## config.mk

```make
export PLATFORM = sky130hd
export DESIGN_NAME = fat_directory_entry_scanner_core
export DESIGN_NICKNAME = d
export VERILOG_FILES = /design/src/rtl/fds_pkg.sv /design/src/rtl/fat_directory_entry_scanner_core.sv /design/src/rtl/fds_run_tracker.sv
export SDC_FILE = /design/constraint.sdc
export NUM_CORES = 1
export LEC_CHECK = 0
export BUFFER_PORTS_ARGS = -buffer_cell sky130_fd_sc_hd__buf_2
export CAP_MARGIN = 5
export CORE_MARGIN = 8
export CORE_UTILIZATION = 40
export CTS_BUF_LIST = sky130_fd_sc_hd__clkbuf_4 sky130_fd_sc_hd__clkbuf_8
export CTS_CLUSTER_DIAMETER = 30
export DETAILED_ROUTE_END_ITERATION = 16
export PLACE_DENSITY_LB_ADDON = 0.05
export SYNTH_ARGS = -nofsm -noshare
export SYNTH_HDL_FRONTEND = slang
export SYNTH_SLANG_ARGS = --single-unit
```

## constraint.sdc

```tcl
create_clock -name clk -period 13.2 [get_ports clk]
set_clock_uncertainty 0.1 [all_clocks]
set_input_delay 1.98 -clock clk [delete_from_list [all_inputs] [get_ports clk]]
set_output_delay 1.98 -clock clk [all_outputs]
set_load 0.1 [all_outputs]
```

## src/rtl/fds_pkg.sv

```systemverilog
// Shared types, constants and the checksum helper for the directory entry scanner.
// Used by fds_run_tracker and fat_directory_entry_scanner_core.
`timescale 1ns / 1ps

package fds_pkg;

	localparam logic [7:0] ATTR_LONG    = 8'h0F;
	localparam logic [7:0] ATTR_INVALID = 8'hC8;
	localparam logic [7:0] ATTR_DIR     = 8'h10;
	localparam logic [7:0] SEQ_START    = 8'h40;
	localparam logic [7:0] SEQ_END_MARK = 8'h00;
	localparam logic [7:0] DELETED_MARK = 8'hE5;
	localparam int         SHORT_NAME_LEN = 11;
	localparam int         HEAD_BYTES     = 6;	// name bytes folded in the first stage

	localparam logic KIND_ENTRY = 1'b0;
	localparam logic KIND_END   = 1'b1;

	typedef struct packed {
		logic [63:0] name_bytes;
		logic [23:0] ext_bytes;
		logic [7:0]  attr_byte;
		logic [7:0]  long_checksum;
		logic [15:0] cluster_high;
		logic [15:0] cluster_low;
		logic [31:0] entry_size;
	} fds_in_t;

	typedef struct packed {
		logic        kind;
		logic [31:0] start_cluster;
		logic [31:0] file_size;
		logic        is_directory;
		logic        long_name_valid;
		logic [5:0]  long_name_parts;
		logic [7:0]  short_checksum;
	} fds_out_t;

	// one step of the rotate-right-and-add short name checksum
	function automatic logic [7:0] cs_step(input logic [7:0] sum, input logic [7:0] b);
		cs_step = {sum[0], sum[7:1]} + b;
	endfunction

endpackage

```

## src/rtl/fat_directory_entry_scanner_core.sv

```systemverilog
// FAT32 directory entry scanner: top level with the pipeline registers.
// Depends on fds_pkg and fds_run_tracker.
`timescale 1ns / 1ps
//
// Usage
//   entry channel: one 32-byte directory entry (split into fields) per request,
//     taken at a clock edge with entry_valid high and entry_stall low.
//   result channel: at most one result per entry, offered with result_valid;
//     the receiver holds it with result_stall.
//   End-of-directory entries give a result with kind set and all else zero;
//   deleted, long-name and invalid entries give none.
// Throughput: one entry per cycle while the output is not held. A result passes
//   the input register, the checksum stage and the output register before it
//   is offered. The 11-step checksum chain is split over the first two
//   stages, the run state is updated in the second one.
// Stall: the whole pipe holds while a result waits and result_stall is high;
//   entry_stall follows in that same cycle, otherwise entries flow freely.
// Reset: clears the stage valid flags, the output valid and the long-name
//   run state; no result is pending afterwards.

module fat_directory_entry_scanner_core
	import fds_pkg::*;
(
	input  logic     clk,
	input  logic     arst_n,
	input  logic     entry_valid,
	output logic     entry_stall,
	input  fds_in_t  entry,
	output logic     result_valid,
	input  logic     result_stall,
	output fds_out_t result
);

	logic       adv;
	logic       valid_s1;
	fds_in_t    item_s1;
	logic       valid_s2;
	fds_in_t    item_s2;
	logic [7:0] head_sum_s2;
	logic [7:0] head_sum;
	logic       emit;
	fds_out_t   res_d;
	logic       out_valid_q;
	fds_out_t   out_q;

	assign adv         = !(out_valid_q && result_stall);
	assign entry_stall = !adv;

	// first six name bytes of the checksum
	always_comb begin
		logic [7:0] s;
		s = 8'h00;
		for (int i = 0; i < HEAD_BYTES; i++) begin
			s = cs_step(s, item_s1.name_bytes[8*i +: 8]);
		end
		head_sum = s;
	end

	always_ff @(posedge clk or negedge arst_n) begin
		if (!arst_n) begin
			valid_s1    <= 1'b0;
			valid_s2    <= 1'b0;
			out_valid_q <= 1'b0;
		end else if (adv) begin
			valid_s1    <= entry_valid;
			valid_s2    <= valid_s1;
			out_valid_q <= valid_s2 && emit;
		end
	end

	always_ff @(posedge clk) begin
		if (adv) begin
			if (entry_valid)
				item_s1 <= entry;
			item_s2     <= item_s1;
			head_sum_s2 <= head_sum;
			out_q       <= res_d;
		end
	end

	fds_run_tracker u_tracker (
		.clk      (clk),
		.arst_n   (arst_n),
		.en       (valid_s2 && adv),
		.item     (item_s2),
		.head_sum (head_sum_s2),
		.emit     (emit),
		.result   (res_d)
	);

	assign result_valid = out_valid_q;
	assign result       = out_q;

endmodule

```

## src/rtl/fds_run_tracker.sv

```systemverilog
// Long-name run state and result decision for one directory entry per cycle while en is high.
// Finishes the short name checksum; depends on fds_pkg.
`timescale 1ns / 1ps

module fds_run_tracker
	import fds_pkg::*;
(
	input  logic          clk,
	input  logic          arst_n,
	input  logic          en,
	input  fds_in_t       item,
	input  logic [7:0]    head_sum,
	output logic          emit,
	output fds_out_t      result
);

	logic       in_run_q;
	logic [5:0] exp_order_q;
	logic [5:0] run_len_q;
	logic [7:0] run_cs_q;
	logic       agree_q;

	logic       in_run_d;
	logic [5:0] exp_order_d;
	logic [5:0] run_len_d;
	logic [7:0] run_cs_d;
	logic       agree_d;

	logic [7:0] seq;
	logic [7:0] sum;
	logic [5:0] next_order;
	logic       is_dir;
	logic       name_ok;

	assign seq        = item.name_bytes[7:0];
	assign next_order = exp_order_q - 6'd1;
	assign is_dir     = (item.attr_byte & ATTR_DIR) != 8'h00;

	// remaining name bytes and the extension
	always_comb begin
		logic [7:0] s;
		s = head_sum;
		for (int i = HEAD_BYTES; i < 8; i++) begin
			s = cs_step(s, item.name_bytes[8*i +: 8]);
		end
		for (int i = 0; i < SHORT_NAME_LEN - 8; i++) begin
			s = cs_step(s, item.ext_bytes[8*i +: 8]);
		end
		sum = s;
	end

	assign name_ok = in_run_q && (exp_order_q == 6'd1) && agree_q && (run_cs_q == sum);

	always_comb begin
		in_run_d    = in_run_q;
		exp_order_d = exp_order_q;
		run_len_d   = run_len_q;
		run_cs_d    = run_cs_q;
		agree_d     = agree_q;
		emit        = 1'b0;
		result      = '0;
		if (seq == SEQ_END_MARK) begin
			in_run_d    = 1'b0;
			exp_order_d = '0;
			run_len_d   = '0;
			run_cs_d    = '0;
			agree_d     = 1'b1;
			emit        = 1'b1;
			result.kind = KIND_END;
		end else if (seq == DELETED_MARK
				|| (item.attr_byte != ATTR_LONG && (item.attr_byte & ATTR_INVALID) != 8'h00)) begin
			in_run_d    = 1'b0;
			exp_order_d = '0;
			run_len_d   = '0;
			run_cs_d    = '0;
			agree_d     = 1'b1;
		end else if (item.attr_byte == ATTR_LONG) begin
			if ((seq & SEQ_START) != 8'h00) begin
				if (seq[5:0] == 6'd0) begin
					in_run_d    = 1'b0;
					exp_order_d = '0;
					run_len_d   = '0;
					run_cs_d    = '0;
				end else begin
					in_run_d    = 1'b1;
					exp_order_d = seq[5:0];
					run_len_d   = seq[5:0];
					run_cs_d    = item.long_checksum;
				end
				agree_d = 1'b1;
			end else if (in_run_q) begin
				// whole order byte must equal the next lower order number
				if (exp_order_q <= 6'd1 || seq != {2'b00, next_order}) begin
					in_run_d    = 1'b0;
					exp_order_d = '0;
					run_len_d   = '0;
					run_cs_d    = '0;
					agree_d     = 1'b1;
				end else begin
					exp_order_d = next_order;
					if (item.long_checksum != run_cs_q)
						agree_d = 1'b0;
				end
			end
		end else begin
			emit                   = 1'b1;
			result.kind            = KIND_ENTRY;
			result.start_cluster   = {item.cluster_high, item.cluster_low};
			result.file_size       = is_dir ? 32'd0 : item.entry_size;
			result.is_directory    = is_dir;
			result.long_name_valid = name_ok;
			result.long_name_parts = name_ok ? run_len_q : 6'd0;
			result.short_checksum  = sum;
			in_run_d    = 1'b0;
			exp_order_d = '0;
			run_len_d   = '0;
			run_cs_d    = '0;
			agree_d     = 1'b1;
		end
	end

	always_ff @(posedge clk or negedge arst_n) begin
		if (!arst_n) begin
			in_run_q    <= 1'b0;
			exp_order_q <= '0;
			run_len_q   <= '0;
			run_cs_q    <= '0;
			agree_q     <= 1'b1;
		end else if (en) begin
			in_run_q    <= in_run_d;
			exp_order_q <= exp_order_d;
			run_len_q   <= run_len_d;
			run_cs_q    <= run_cs_d;
			agree_q     <= agree_d;
		end
	end

	// an open run always has a live order number no larger than its length
	a_run_order: assert property (@(posedge clk) disable iff (!arst_n)
		in_run_q |-> (exp_order_q != 6'd0 && exp_order_q <= run_len_q))
		else $error("open run with bad order number");

	a_idle_clean: assert property (@(posedge clk) disable iff (!arst_n)
		!in_run_q |-> (exp_order_q == 6'd0 && run_len_q == 6'd0 && agree_q))
		else $error("run state not cleared when closed");

	a_valid_parts: assert property (@(posedge clk) disable iff (!arst_n)
		(en && emit && result.long_name_valid) |-> (result.long_name_parts != 6'd0))
		else $error("valid long name with no parts");

	a_short_closes: assert property (@(posedge clk) disable iff (!arst_n)
		(en && emit) |=> !in_run_q)
		else $error("run left open after a result");

endmodule

```

==> impl_metrics.tcl <==
set metrics [dict create \
    status "completed" \
    viasPerCell 4.61 \
    cts_setup_buffers 0 \
    synth.distinct_cells 56 \
    drive_above_1_share 0.313 \
    cp-start-kind "flip-flop" \
    fin_nets 1558 \
    synthMuxAreaShare 0.000689 \
    cts.path.max_buffers 3 \
    ff_latch_area_um2 12200 \
    wirelength_mm 35.0 \
    cp.arrival_ns 6.87 \
    path_class "flip-flop to flip-flop" \
    ys_warn_count 0 \
    period_needed_ns 6.49 \
    ys_seq_area_frac 0.745 \
    synth_edf_count 385 \
    grt_max_degree 73 \
    start_util 0.403 \
    core_area_um2 40600 \
    rows 74 \
    yosys.area_share.adder 0.0696 \
    clockRootBuffer "clkbuf_8" \
    route.detailed.drc 0 \
    hold_depth 0 \
    synth_fp_nets 1217 \
    numCtsBuffers 93 \
    dpl.hpwl_mm 24.5 \
    grt_pass1_wl_mm 52.8 \
    track_usage 0.146 \
    hold_viol 0 \
    cts_max_level 3 \
    ys.flop_type "edfxtp_1" \
    cts_hold_buf 0 \
    ant_nets 0 \
    port_buffers 254 \
    synth_xor_area_frac 0.0534 \
    r2r_start "item_s2[153]" \
    fin_crit_sh 0.491 \
    synth_top_family_by_area "adder cells" \
    cts_sinks 410 \
    rrSetupSlack_ns 6.71 \
    end_kind "flip-flop" \
    worstPathRequired_ns 13.58 \
    die_h_um 218 \
    clkTransAtPathRegs_ns 0.05 \
    wire_per_inst_um 18.3 \
    drv_cap 0 \
    die_w_um 218 \
    multi_input_area_um2 3970 \
    cts_tree "done" \
    whs_endpoint "item_s2[86]" \
    tightest_slew_ns 1.01 \
    avgSynthCellArea_um2 17.0 \
    max_freq_mhz 154 \
    clk_latency_ns 0.62 \
    ys_ff_latch 410 \
    final.fill_count 3516 \
    globalplace.congestion 0.780 \
    finalMaxSlewViolations 0 \
    min_from "item_s1[86]" \
    area_delta_synth_final_pct 25.0 \
    die_area_um2 47600 \
    netlist_instances 960 \
    syn_area_um2 16300 \
    finalSetupViolCount 0 \
    ioPinCount 255 \
    synth-simple-area-share 0.0645 \
    cts-resized-gates 0 \
    grt-ovfl-total 0 \
    worstRegToRegCells 24 \
    hold_class "flip-flop to flip-flop" \
    antennaDiodeCount 0 \
    setup_tns_ns 0 \
    rsz0062_at_grt "no" \
    grt_pass1_vias 9311 \
    r2r_end "result[13]" \
    synth_compound_area_frac 0.0540 \
    cp_max_fo 9 \
    firstDrtPassIters 6 \
    async_reset_ff_frac 0.0610 \
    antenna_found_initial 2 \
    drt_iter0_drc 527 \
    num_vias 8797 \
    slew_headroom 0.321 \
]
[cell type report]
cell class	instances	share of cell area
Sequential cell	410	0.596
Multi-Input combinational cell	500	0.194
Clock buffer	109	0.0694
Timing Repair Buffer	261	0.0648
Clock inverter	60	0.0363
Tap cell	532	0.0326
Inverter	35	0.00643
[logic make-up after synthesis]
logic type / Yosys count
DFF: 410
and+or+nand+nor: 191
AOI/OAI and AO/OA: 129
xor gates and xnor gates: 94
adders and majority gates: 85
buffers and inverters: 50
muxes: 1
[worst max path at each step]
stage	startpoint	endpoint	slack [ns]	cells past startpoint
finish	item_s2[153]	result[13]	6.71	24
global route	item_s2[153]	result[13]	6.11	24
CTS	item_s2[152]	result[13]	6.65	23
detailed placement	item_s2[152]	result[8]	6.67	23
global placement	item_s2[152]	result[13]	6.80	24
floorplan	result_stall	item_s1[0]	1.63	2
[per-layer routing]
metal | track usage | part of all wire | wire (µm)
met5 | 0 | 0.00034 | 12
met4 | 0.0551 | 0.020 | 687
met3 | 0.0401 | 0.052 | 1830
met2 | 0.234 | 0.48 | 16800
met1 | 0.187 | 0.45 | 15600
[critical path, stage by stage (launching register included)]
cell and delay [ns]:
edfxtp_1 0.38, ha_1 0.30, a21o_1 0.16, a21oi_1 0.21, o21ai_0 0.16, nor2_1 0.13, xnor2_1 0.17, ha_1 0.30
a21oi_1 0.16, o21ai_0 0.15, xor2_1 0.20, ha_1 0.32, nand2_1 0.05, o21ai_0 0.26, xor2_1 0.24, ha_1 0.29
a21o_1 0.17, a21oi_1 0.16, xnor2_1 0.10, ha_1 0.47, o311ai_0 0.20, or4_1 0.52, or4_4 0.53, nor4_4 0.41
and3_1 0.22
[cell usage after synthesis (all sizes together) (8+ instances only)]
master,number,share of area
and2,69,0.026
xor2,31,0.017
edfxtp,385,0.71
a22o,8,0.0043
inv,35,0.0080
a21o,24,0.011
fa,10,0.012
o21ai,27,0.0083
nor3,18,0.0055
ha,75,0.057
dfrtp,24,0.037
a21oi,28,0.0086
nand2b,10,0.0038
nand2,26,0.0060
xnor2,60,0.032
nor2,33,0.0076
clkbuf,9,0.0021
[through the flow]
stage               hold WS, ns  instance area (µm²)  utilization  setup slack [ns]  cells
finish                    0.310                20400        0.504              6.71   1907
global route              0.317                20400        0.504              6.11   1907
CTS                       0.308                20400        0.504              6.65   1907
detailed placement        0.305                18300        0.451              6.67   1738
global placement          0.301                18300        0.451              6.80   1738
floorplan                 0.300                16300            -              1.63    960
[placed cells by master, fill, tap and decap left out, types with 25 or more instances in the layout]
cell type,n
ha_1,75
and2_1,68
buf_2,254
o21ai_0,25
clkbuf_8,96
nand2_1,25
edfxtp_1,385
a21oi_1,28
inv_1,35
xnor2_1,60
xor2_1,30
nor2_1,32
[flip-flops by register name, indices dropped and copies added (netlist names)]
signal / count
u_tracker.run_len_q: 6
u_tracker.agree_q: 1
result_valid: 1
item_s2: 128
head_sum_s2: 8
result: 81
valid_s1: 1
u_tracker.exp_order_q: 6
u_tracker.run_cs_q: 8
u_tracker.in_run_q: 1
valid_s2: 1
item_s1: 168
Power is left out: the tool's default activity adds up to more than one toggle a clock period on the data nets, which glitch-free logic cannot reach.
